<file path="config.mk">
export PLATFORM = sky130hd
export DESIGN_NAME = record_marker_deframer
export DESIGN_NICKNAME = d
export VERILOG_FILES = /design/src/rtl/core/rmd_pkg.sv /design/src/rtl/core/record_marker_deframer.sv
export SDC_FILE = /design/constraint.sdc
export NUM_CORES = 1
export LEC_CHECK = 0
export ABC_AREA = 1
export BUFFER_PORTS_ARGS = -buffer_cell sky130_fd_sc_hd__clkbuf_2
export CORE_MARGIN = 4
export CORE_UTILIZATION = 40
export DETAILED_ROUTE_END_ITERATION = 10
export PLACE_DENSITY_LB_ADDON = 0.3
export SYNTH_ARGS = -nofsm -noshare
export SYNTH_HDL_FRONTEND = slang
export SYNTH_SLANG_ARGS = --single-unit
</file>
<file path="constraint.sdc">
create_clock -name aclk -period 13.45 [get_ports aclk]
set_input_delay 2.0175 -clock aclk [delete_from_list [all_inputs] [get_ports aclk]]
set_output_delay 2.0175 -clock aclk [all_outputs]
set_load 0.01 [all_outputs]
</file>
<file path="src/rtl/core/rmd_pkg.sv">
// shared types and constants for the record marker deframer
`timescale 1ns / 1ps

package rmd_pkg;

    localparam int LENGTH_BITS_DEF = 48;
    localparam int FIELD_W         = 48;
    localparam int CFG_DATA_W      = 48;
    localparam int CFG_ADDR_W      = 2;
    localparam int MARKER_W        = 64;
    localparam int SHORT_MARKER_BYTES = 4;
    localparam int LONG_MARKER_BYTES  = 8;

    localparam logic [CFG_ADDR_W-1:0] CFG_MARKER_EIGHT = 2'd0;
    localparam logic [CFG_ADDR_W-1:0] CFG_BIG_ENDIAN   = 2'd1;
    localparam logic [CFG_ADDR_W-1:0] CFG_STREAM_LEN   = 2'd2;

    localparam logic [1:0] ST_OK         = 2'd0;
    localparam logic [1:0] ST_BAD_LENGTH = 2'd1;
    localparam logic [1:0] ST_MISMATCH   = 2'd2;
    localparam logic [1:0] ST_TRUNCATED  = 2'd3;

    typedef struct packed {
        logic       stream_end;
        logic [7:0] data_byte;
    } rmd_in_t;

    typedef struct packed {
        logic               final_result;
        logic [FIELD_W-1:0] payload_length;
        logic [FIELD_W-1:0] payload_offset;
        logic [1:0]         status;
    } rmd_out_t;

endpackage

</file>
<file path="src/rtl/core/record_marker_deframer.sv">
// Accepts one stream byte per cycle when neither side stalls; each accepted
// byte is held in the input register and any result it makes goes to the
// result register. The rate is set by the per-byte update of the marker shift
// register, payload down-counter and stream position counter, all between the
// input and result registers. Bytes that neither complete a record nor end the
// stream produce no result. Configuration writes take effect at once and must
// be made by the user only while the block is idle; the block does not enforce it.
`timescale 1ns / 1ps

module record_marker_deframer
    import rmd_pkg::*;
#(
    parameter int LENGTH_BITS = LENGTH_BITS_DEF
) (
    input  logic                  aclk,
    input  logic                  aresetn,
    input  logic                  cfg_wr_en,
    input  logic [CFG_ADDR_W-1:0] cfg_addr,
    input  logic [CFG_DATA_W-1:0] cfg_wdata,
    input  logic                  s_valid,
    output logic                  s_ready,
    input  rmd_in_t               s_data,
    output logic                  m_valid,
    input  logic                  m_ready,
    output rmd_out_t              m_data
);

    localparam logic [1:0] PH_LEAD    = 2'd0;
    localparam logic [1:0] PH_PAYLOAD = 2'd1;
    localparam logic [1:0] PH_TRAIL   = 2'd2;
    localparam logic [1:0] PH_DROP    = 2'd3;

    // configuration
    logic                  eight_reg;
    logic                  big_reg;
    logic [FIELD_W-1:0]    slen_reg;

    // input register and result register
    logic                  in_valid_reg;
    rmd_in_t               in_reg;
    logic                  m_valid_reg;
    rmd_out_t              m_data_reg;

    // framing state
    logic [1:0]            phase_reg,  phase_next;
    logic [2:0]            idx_reg,    idx_next;
    logic [MARKER_W-1:0]   lead_reg,   lead_next;
    logic [MARKER_W-1:0]   trail_reg,  trail_next;
    logic [LENGTH_BITS-1:0] rem_reg,   rem_next;
    logic [LENGTH_BITS-1:0] pos_reg,   pos_next;
    logic [LENGTH_BITS-1:0] start_reg, start_next;

    logic                  advance;
    logic [MARKER_W-1:0]   raw;
    logic [MARKER_W-1:0]   rev8;
    logic [31:0]           rev4;
    logic [31:0]           dec32;
    logic [MARKER_W-1:0]   marker_val;
    logic                  marker_done;
    logic                  too_big;
    logic [LENGTH_BITS-1:0] pos_inc;
    logic [LENGTH_BITS-1:0] rem_dec;
    logic [3:0]            marker_bytes;
    logic                  emit;
    logic [1:0]            st;
    logic [LENGTH_BITS-1:0] off;
    logic [MARKER_W-1:0]   off_wide;
    logic [MARKER_W-1:0]   len_wide;
    rmd_out_t              out_next;

    assign advance = in_valid_reg && (!m_valid_reg || m_ready);
    assign s_ready = !in_valid_reg || advance;
    assign m_valid = m_valid_reg;
    assign m_data  = m_data_reg;

    // marker decode, latest byte in the low byte of raw
    assign raw = {trail_reg[MARKER_W-9:0], in_reg.data_byte};

    always_comb begin
        for (int k = 0; k < LONG_MARKER_BYTES; k++) begin
            rev8[8*k +: 8] = raw[8*(LONG_MARKER_BYTES-1-k) +: 8];
        end
        for (int k = 0; k < SHORT_MARKER_BYTES; k++) begin
            rev4[8*k +: 8] = raw[8*(SHORT_MARKER_BYTES-1-k) +: 8];
        end
    end

    assign dec32        = big_reg ? raw[31:0] : rev4;
    assign marker_val   = eight_reg ? (big_reg ? raw : rev8) : {{32{dec32[31]}}, dec32};
    assign marker_bytes = eight_reg ? 4'(LONG_MARKER_BYTES) : 4'(SHORT_MARKER_BYTES);
    assign marker_done  = ({1'b0, idx_reg} + 4'd1) >= marker_bytes;
    assign too_big      = marker_val[MARKER_W-1]
                          || (marker_val > {{(MARKER_W-FIELD_W){1'b0}}, slen_reg})
                          || ((marker_val >> LENGTH_BITS) != '0);
    assign pos_inc      = pos_reg + LENGTH_BITS'(1);
    assign rem_dec      = rem_reg - LENGTH_BITS'(1);

    always_comb begin
        phase_next = phase_reg;
        idx_next   = idx_reg;
        lead_next  = lead_reg;
        trail_next = trail_reg;
        rem_next   = rem_reg;
        start_next = start_reg;
        pos_next   = pos_inc;
        emit       = 1'b0;
        st         = ST_OK;
        off        = '0;
        len_wide   = '0;

        case (phase_reg)
            PH_LEAD: begin
                trail_next = raw;
                if (marker_done) begin
                    lead_next  = marker_val;
                    trail_next = '0;
                    idx_next   = '0;
                    if (too_big) begin
                        emit       = 1'b1;
                        st         = ST_BAD_LENGTH;
                        off        = pos_inc;
                        len_wide   = marker_val;
                        phase_next = PH_DROP;
                    end else begin
                        start_next = pos_inc;
                        rem_next   = marker_val[LENGTH_BITS-1:0];
                        phase_next = (marker_val != '0) ? PH_PAYLOAD : PH_TRAIL;
                    end
                end else begin
                    idx_next = idx_reg + 3'd1;
                end
            end
            PH_PAYLOAD: begin
                rem_next = rem_dec;
                if (rem_dec == '0) begin
                    phase_next = PH_TRAIL;
                    idx_next   = '0;
                    trail_next = '0;
                end
            end
            PH_TRAIL: begin
                trail_next = raw;
                if (marker_done) begin
                    emit       = 1'b1;
                    st         = (marker_val == lead_reg) ? ST_OK : ST_MISMATCH;
                    off        = start_reg;
                    len_wide   = lead_reg;
                    phase_next = (marker_val == lead_reg) ? PH_LEAD : PH_DROP;
                    idx_next   = '0;
                    trail_next = '0;
                    lead_next  = '0;
                end else begin
                    idx_next = idx_reg + 3'd1;
                end
            end
            default: begin
            end
        endcase

        // last byte of the stream: report a cut record unless a result or drop is already due, then re-arm
        if (in_reg.stream_end) begin
            if (!emit && phase_next != PH_DROP) begin
                emit     = 1'b1;
                st       = ST_TRUNCATED;
                off      = '0;
                len_wide = '0;
            end
            phase_next = PH_LEAD;
            idx_next   = '0;
            lead_next  = '0;
            trail_next = '0;
            rem_next   = '0;
            pos_next   = '0;
            start_next = '0;
        end
    end

    assign off_wide = MARKER_W'(off);

    always_comb begin
        out_next.status         = st;
        out_next.payload_offset = off_wide[FIELD_W-1:0];
        out_next.payload_length = len_wide[FIELD_W-1:0];
        out_next.final_result   = in_reg.stream_end;
    end

    always_ff @(posedge aclk) begin
        if (!aresetn) begin
            eight_reg <= 1'b0;
            big_reg   <= 1'b0;
            slen_reg  <= '0;
        end else if (cfg_wr_en) begin
            case (cfg_addr)
                CFG_MARKER_EIGHT: eight_reg <= cfg_wdata[0];
                CFG_BIG_ENDIAN:   big_reg   <= cfg_wdata[0];
                CFG_STREAM_LEN:   slen_reg  <= cfg_wdata[FIELD_W-1:0];
                default: begin
                end
            endcase
        end
    end

    always_ff @(posedge aclk) begin
        if (!aresetn) begin
            in_valid_reg <= 1'b0;
            m_valid_reg  <= 1'b0;
            phase_reg    <= PH_LEAD;
            idx_reg      <= '0;
            lead_reg     <= '0;
            trail_reg    <= '0;
            rem_reg      <= '0;
            pos_reg      <= '0;
            start_reg    <= '0;
        end else begin
            if (s_valid && s_ready) begin
                in_valid_reg <= 1'b1;
            end else if (advance) begin
                in_valid_reg <= 1'b0;
            end

            if (advance) begin
                m_valid_reg <= emit;
                phase_reg   <= phase_next;
                idx_reg     <= idx_next;
                lead_reg    <= lead_next;
                trail_reg   <= trail_next;
                rem_reg     <= rem_next;
                pos_reg     <= pos_next;
                start_reg   <= start_next;
            end else if (m_ready) begin
                m_valid_reg <= 1'b0;
            end
        end
    end

    always_ff @(posedge aclk) begin
        if (s_valid && s_ready) begin
            in_reg <= s_data;
        end
        if (advance && emit) begin
            m_data_reg <= out_next;
        end
    end

    // a cut record carries no offset or length and always ends the stream
    a_trunc_fields: assert property (@(posedge aclk) disable iff (!aresetn)
        m_valid && m_data.status == ST_TRUNCATED |->
            m_data.payload_offset == '0 && m_data.payload_length == '0
            && m_data.final_result)
        else $error("truncated result with nonzero fields");

    // a good record always hands back to leading marker search
    a_ok_rearms: assert property (@(posedge aclk) disable iff (!aresetn)
        advance && emit && st == ST_OK |=> phase_reg == PH_LEAD)
        else $error("good record did not return to marker search");

    // payload phase never sits on an empty counter
    a_payload_count: assert property (@(posedge aclk) disable iff (!aresetn)
        phase_reg == PH_PAYLOAD |-> rem_reg != '0)
        else $error("payload phase with zero bytes left");

endmodule
</file>
# After elaboration in Yosys (flattened, before gate mapping)
# Index checks and enable logic that the tools add are counted.
[word_totals]
output_inout_bits = 101
input_bits = 64
reg_bits = 429
[classes]
n_addsub = 4
magnitude_cmp = 2
n_reduce_logical = 31
mux = 62
eq_ne = 11
[op_table]
columns = ["cell", "n"]
rows = [
  ["2-to-1 mux 48 bit", 18],
  ["2-to-1 mux 64 bit", 5],
  ["one-hot mux 48 bit (2 select lines)", 3],
  ["2-to-1 mux 56 bit", 3],
  ["one-hot mux 64 bit (2 select lines)", 1],
  ["nonzero test 64 bit", 2],
  ["one-hot mux 56 bit (2 select lines)", 1],
  ["equality test 64 bit", 1],
  ["> comparator 64 x 48 -> 1 bit", 1],
  ["adder 48 x 1 -> 48 bit (second input constant)", 1],
  ["logical NOT 48 bit", 1],
  ["subtractor 48 x 1 -> 48 bit (second input constant)", 1],
  ["2-to-1 mux 32 bit", 1],
  ["2-to-1 mux 2 bit", 11],
  ["inequality test 3 bit (second input constant)", 4],
  ["AND reduction 4 bit", 3],
  ["2-to-1 mux 1 bit", 11],
  ["2-to-1 mux 3 bit", 3],
  ["nonzero test 3 bit", 3],
  ["nonzero test 2 bit", 4],
  ["one-hot mux 2 bit (3 select lines)", 1],
  ["one-hot mux 3 bit (2 select lines)", 1],
  ["AND reduction 2 bit", 3],
  ["adder 3 x 1 -> 4 bit (second input constant)", 1],
  ["14 further kinds", 26],
]

# Depth between registers and ports, before layout
[logic_depth]
depth_word = 13
depth_mapped = 28

# Worst setup path after synthesis
# Ideal clock, no wire load.
[synth_timing]
kind = "input -> register"
from = "input m_ready"
to = "register m_data_reg (netlist bit m_data[0]) (enable)"
cell_stages = 8
setup_time_ns = 0.452
path_slack_ns = 8.040
path_buffers = 2
required_time_ns = 12.998
arrival_time_ns = 4.958
cell_sequence = "inv_1 > nand2_1 > nand2_1 > inv_2 > clkbuf_1 > buf_1 > nand3_1 > inv_1"
[synth_between]
elab_chain_cells = 3
[synth_lines]
columns = ["item", "line", "text"]
rows = [
  ["from (decl)", "record_marker_deframer.sv:24", "input logic m_ready,"],
  ["logical OR 1 bit", "record_marker_deframer.sv:71", "assign advance = in_valid_reg && (!m_valid_reg || m_ready);"],
  ["logical AND 1 bit", "record_marker_deframer.sv:71", ""],
  ["logical AND 1 bit", "record_marker_deframer.sv:240", "if (advance && emit) begin"],
  ["to (signal assigned)", "record_marker_deframer.sv:241", "m_data_reg <= out_next;"],
  ["to (decl)", "record_marker_deframer.sv:42", "rmd_out_t m_data_reg;"],
]
# Every way passes these cells.
# A chain may end at the register's enable or synchronous reset.

# Worst setup path in the final report
[layout_timing]
from = "register big_reg"
to = "register m_data_reg (netlist bit m_data[82]) (enable)"
[layout_between]
elab_chain_cells = 13
elab_cells_between_ends = 24
[layout_lines]
columns = ["item", "line", "text"]
rows = [
  ["from (decl)", "record_marker_deframer.sv:35", "logic big_reg;"],
  ["from (signal assigned)", "record_marker_deframer.sv:195", "CFG_BIG_ENDIAN: big_reg <= cfg_wdata[0];"],
  ["2-to-1 mux 32 bit / 2-to-1 mux 64 bit (equally long branches)", "record_marker_deframer.sv:88, record_marker_deframer.sv:89", ""],
  ["2-to-1 mux 64 bit (*)", "record_marker_deframer.sv:89", "assign marker_val = eight_reg ? (big_reg ? raw : rev8) : {{32{dec32[31]}}, dec32};"],
  ["> comparator 64 x 48 -> 1 bit", "record_marker_deframer.sv:93", "|| (marker_val > {{(MARKER_W-FIELD_W){1'b0}}, slen_reg})"],
  ["logical OR 1 bit", "record_marker_deframer.sv:93", ""],
  ["logical OR 1 bit", "record_marker_deframer.sv:94", "|| ((marker_val >> LENGTH_BITS) != '0);"],
  ["2-to-1 mux 2 bit / 2-to-1 mux 1 bit (equally long branches)", "record_marker_deframer.sv:118", "if (too_big) begin"],
  ["2-to-1 mux 2 bit / 2-to-1 mux 1 bit (equally long branches)", "record_marker_deframer.sv:114", "if (marker_done) begin"],
  ["one-hot mux 2 bit (3 select lines) / one-hot mux 1 bit (2 select lines) (equally long branches)", "record_marker_deframer.sv:111", "case (phase_reg)"],
  ["inequality test 2 bit / logical NOT 1 bit (equally long branches)", "record_marker_deframer.sv:162", "if (!emit && phase_next != PH_DROP) begin"],
  ["logical AND 1 bit", "record_marker_deframer.sv:162", ""],
  ["2-to-1 mux 1 bit", "record_marker_deframer.sv:162", ""],
  ["2-to-1 mux 1 bit (*)", "record_marker_deframer.sv:161", "if (in_reg.stream_end) begin"],
  ["logical AND 1 bit (*)", "record_marker_deframer.sv:240", ""],
]
# Every way passes the cells marked *; elsewhere a longest branch is shown, timed or not.

==> flow_summary.ini <==
[global_route]
grt_pass1_vias = 21528
grtUsageMet1 = 0.364
grt_pass1_wl_mm = 129
globalRouteMet3Util = 0.0670
top_usage_layer = met2
grt_max_degree = 104
antenna_found_initial = 2
gr-usage-all-layers = 0.257
grt_overflow = 0
met2_usage = 0.384

[timing]
finalCritPeriodShare = 0.436
whs_ns = 0.463
hold_viol = 0
setup_viol = 0
fin_worst_skew_ns = 0.0462
drv_slew = 0
fin_tns_setup_ns = 0
tightest_slew_ns = 1.10
max_freq_mhz = 171
period_minus_slack_ns = 5.86
grt_setup_unrepaired = no
slew_headroom = 0.264

[power]
power.share.clock = 0.394
ir_worst_vdd_uv = 94.7
p_seq_frac = 0.408
leakage_uw = 0.0114
p_per_area_nw_per_um2 = 131
power_frac_comb = 0.198
power_uw = 3550
power.switching_uw = 1150
p_sw_frac = 0.323
internal_power_uw = 2400

[clock_tree]
root_buffer = clkbuf_16
post_cts_buffers = 0
cts_max_level = 2
clk_latency_ns = 0.64
cts.sinks = 429
cts.reportedPaths.clkPinSlew_ns = 0.06
postCtsResizedCells = 0
holdBufCountCts = 0
cts_made_buffers = 49
cts_buffer_depth = 3
cts_tree = yes

[worst_setup_path]
cp-start-kind = flop
cp.arrival_ns = 6.07
crit_type = reg -> reg
cp.required_ns = 13.66
startpoint = big_reg$_SDFFE_PN0P_
reg2reg_to = m_data[82]$_DFFE_PP_
r2r_cells = 21
r2r_setup_slack_ns = 7.59
r2r_start = big_reg$_SDFFE_PN0P_
worst_setup_path_end_kind = flop
critical_path_peak_fanout = 84

[floorplan]
fp.dieW_um = 254
coreArea_um2 = 60200
start_util = 0.403
io_pins = 165
dieArea_um2 = 64700
fp-row-count = 90
die_y_um = 254

[min_path]
hold_start = start_reg[1]$_SDFFE_PN0P_
min_to = start_reg[1]$_SDFFE_PN0P_
min_path_type = reg -> reg
hold_depth = 2

[yosys]
synth_cell_type_count = 41
netlist_instances = 3596
ys_ff_latch = 429
post_synth_instance_area_um2 = 24300
yosysWarningCount = 0
ys_async_sr_fraction = 0
synth-edff-count = 108
synth_fp_nets = 3714
syn_avg_cell_area_um2 = 6.75
yosysSeqAreaShare = 0.398
synth-main-ff-cell = dfxtp_1

[route]
viasPerCell = 5.42
routedWlPerCell_um = 19.3
wl_mm = 86.1
dr.first_iter.drc_count = 2697
ant_nets = 0
drtPass1Iterations = 6
vias = 24169
drc = 0

[cells_and_area]
largest_register_ffs = 99
area_growth_pct = 11.9
finalInstanceArea_um2 = 27200
final-instance-count-excl-fill = 4461
final_net_count = 3756
n_antenna_cell = 0
layout-drive-gt1-share = 0.0916

[placement]
io_buffers = 164
place_area_um2 = 25500
detailed_place_hpwl_mm = 61.9
gp_congestion = 0.958
place_inst = 4369

[run]
cap_violations = 0

[run_status]
status = finished, final reports clean
synth_stat cells (2+ instances only):
master    instances  area, µm²
nor2_2            7       43.8
or2_2             2       12.5
nor2_1          473       1780
edfxtp_1        108       3240
clkbuf_1        128        480
a21oi_1         295       1480
a31oi_1           3       18.8
nand2_2           9       56.3
o211ai_1          3       22.5
o21ai_0         182        911
nand3b_1          5       37.5
inv_1           304       1140
nor2_4            4       45.0
xor2_1           52        455
o21ai_1           8       40.0
xnor2_1           5       43.8
nand3_2           2       20.0
inv_2             8       30.0
buf_2            39        195
nand2_1        1052       3950
nand3_1         244       1220
nand4_1          61        382
nor4_1           20        125
buf_4             8       60.1
o22ai_1          41        257
a21oi_2          20        175
nor3_1           26        130
buf_1            19       71.3
o21a_1           14        105
ha_1             54        676
buf_6             4       45.0
buf_12            2       40.0
dfxtp_1         321       6430
a211oi_1         66        495
worst max-delay path: stages, from the launching register on:
cell	delay [ns]
dfxtp_2	0.87
inv_2	0.03
buf_4	0.40
nand2_1	0.18
nand2_1	0.07
nand2_2	0.05
buf_4	0.52
nand2_1	0.27
ha_1	0.40
nand4_1	0.10
nor2_1	0.19
nand3_1	0.10
nor2_1	0.24
nand2_1	0.09
nand2_1	0.06
nand2_1	0.12
nor2_2	0.15
inv_2	0.05
nand3_1	0.06
nand3_1	0.15
inv_4	0.37
buf_4	0.78
metal layers:
layer | up-vias | share of wire | wire length [µm]
li1 | 11859 | - | -
met1 | 11159 | 0.44 | 38100
met2 | 1009 | 0.42 | 36000
met3 | 140 | 0.10 | 8830
met4 | 2 | 0.036 | 3120
met5 | - | 0.00013 | 11
cell families after synthesis:
family          Yosys count  synth area share
xor+xnor                 57            0.0206
fa+ha+maj                54            0.0278
compound gates          635             0.145
flops                   429             0.398
buf+inv                 512            0.0850
simple gates           1909             0.323
how the worst max path moves through the flow:
stage / slack, ns / to / depth (start not counted)
floorplan: 8.04 / m_data[0]$_DFFE_PP_ / 8
detailed placement: 7.72 / m_data[82]$_DFFE_PP_ / 21
CTS: 7.69 / m_data[89]$_DFFE_PP_ / 21
global placement: 7.80 / m_data[51]$_DFFE_PP_ / 21
global route: 7.08 / m_data[97]$_DFFE_PP_ / 21
finish: 7.59 / m_data[82]$_DFFE_PP_ / 21
cell usage in the layout, fill, tap and decap left out, types with 5 or more instances in the layout:
master | synthesis | final
nand4_1 | 61 | 61
clkbuf_8 | 0 | 7
o22ai_1 | 41 | 41
edfxtp_1 | 108 | 108
clkinv_2 | 0 | 9
nor2_1 | 473 | 471
inv_2 | 8 | 9
nor2_4 | 4 | 6
nor3_1 | 26 | 26
inv_1 | 304 | 300
o21ai_0 | 182 | 182
a211oi_1 | 66 | 66
clkbuf_1 | 128 | 7
dfxtp_1 | 321 | 319
buf_4 | 8 | 27
clkinv_1 | 0 | 5
o21ai_1 | 8 | 8
nand3b_1 | 5 | 5
clkbuf_2 | 0 | 163
xor2_1 | 52 | 52
nor4_1 | 20 | 20
nand2_1 | 1052 | 1050
nand2_2 | 9 | 11
a21oi_1 | 295 | 295
o21a_1 | 14 | 14
ha_1 | 54 | 54
clkbuf_16 | 0 | 50
xnor2_1 | 5 | 5
nor2_2 | 7 | 7
a21oi_2 | 20 | 20
nand3_1 | 244 | 243
metrics by stage:
| stage | utilization | worst slack [ns] |
|---|---|---|
| 2_1_floorplan | - | 8.04 |
| 3_3_place_gp | 0.422 | 7.80 |
| 3_5_place_dp | 0.422 | 7.72 |
| 4_1_cts | 0.451 | 7.69 |
| 5_1_grt | 0.451 | 7.08 |
| 6_report | 0.451 | 7.59 |
power by group through the flow:
stage	registers (µW)	logic, µW	clock network (µW)
finish	1450	703	1400
global route	1450	781	1470
CTS	1450	689	1420
detailed placement	1470	686	0
global placement	1470	686	0
floorplan	1460	478	0
final cells by class:
class	instances	area, µm²
repair buffers	191	1030
inverters	312	1180
multi-input cells	2655	12600
flip-flops and latches	429	9670
clock buffers	64	1370
well taps	782	978
fillers	6303	33100
clock inverters	28	332
Power figures use the tool's default switching activity.
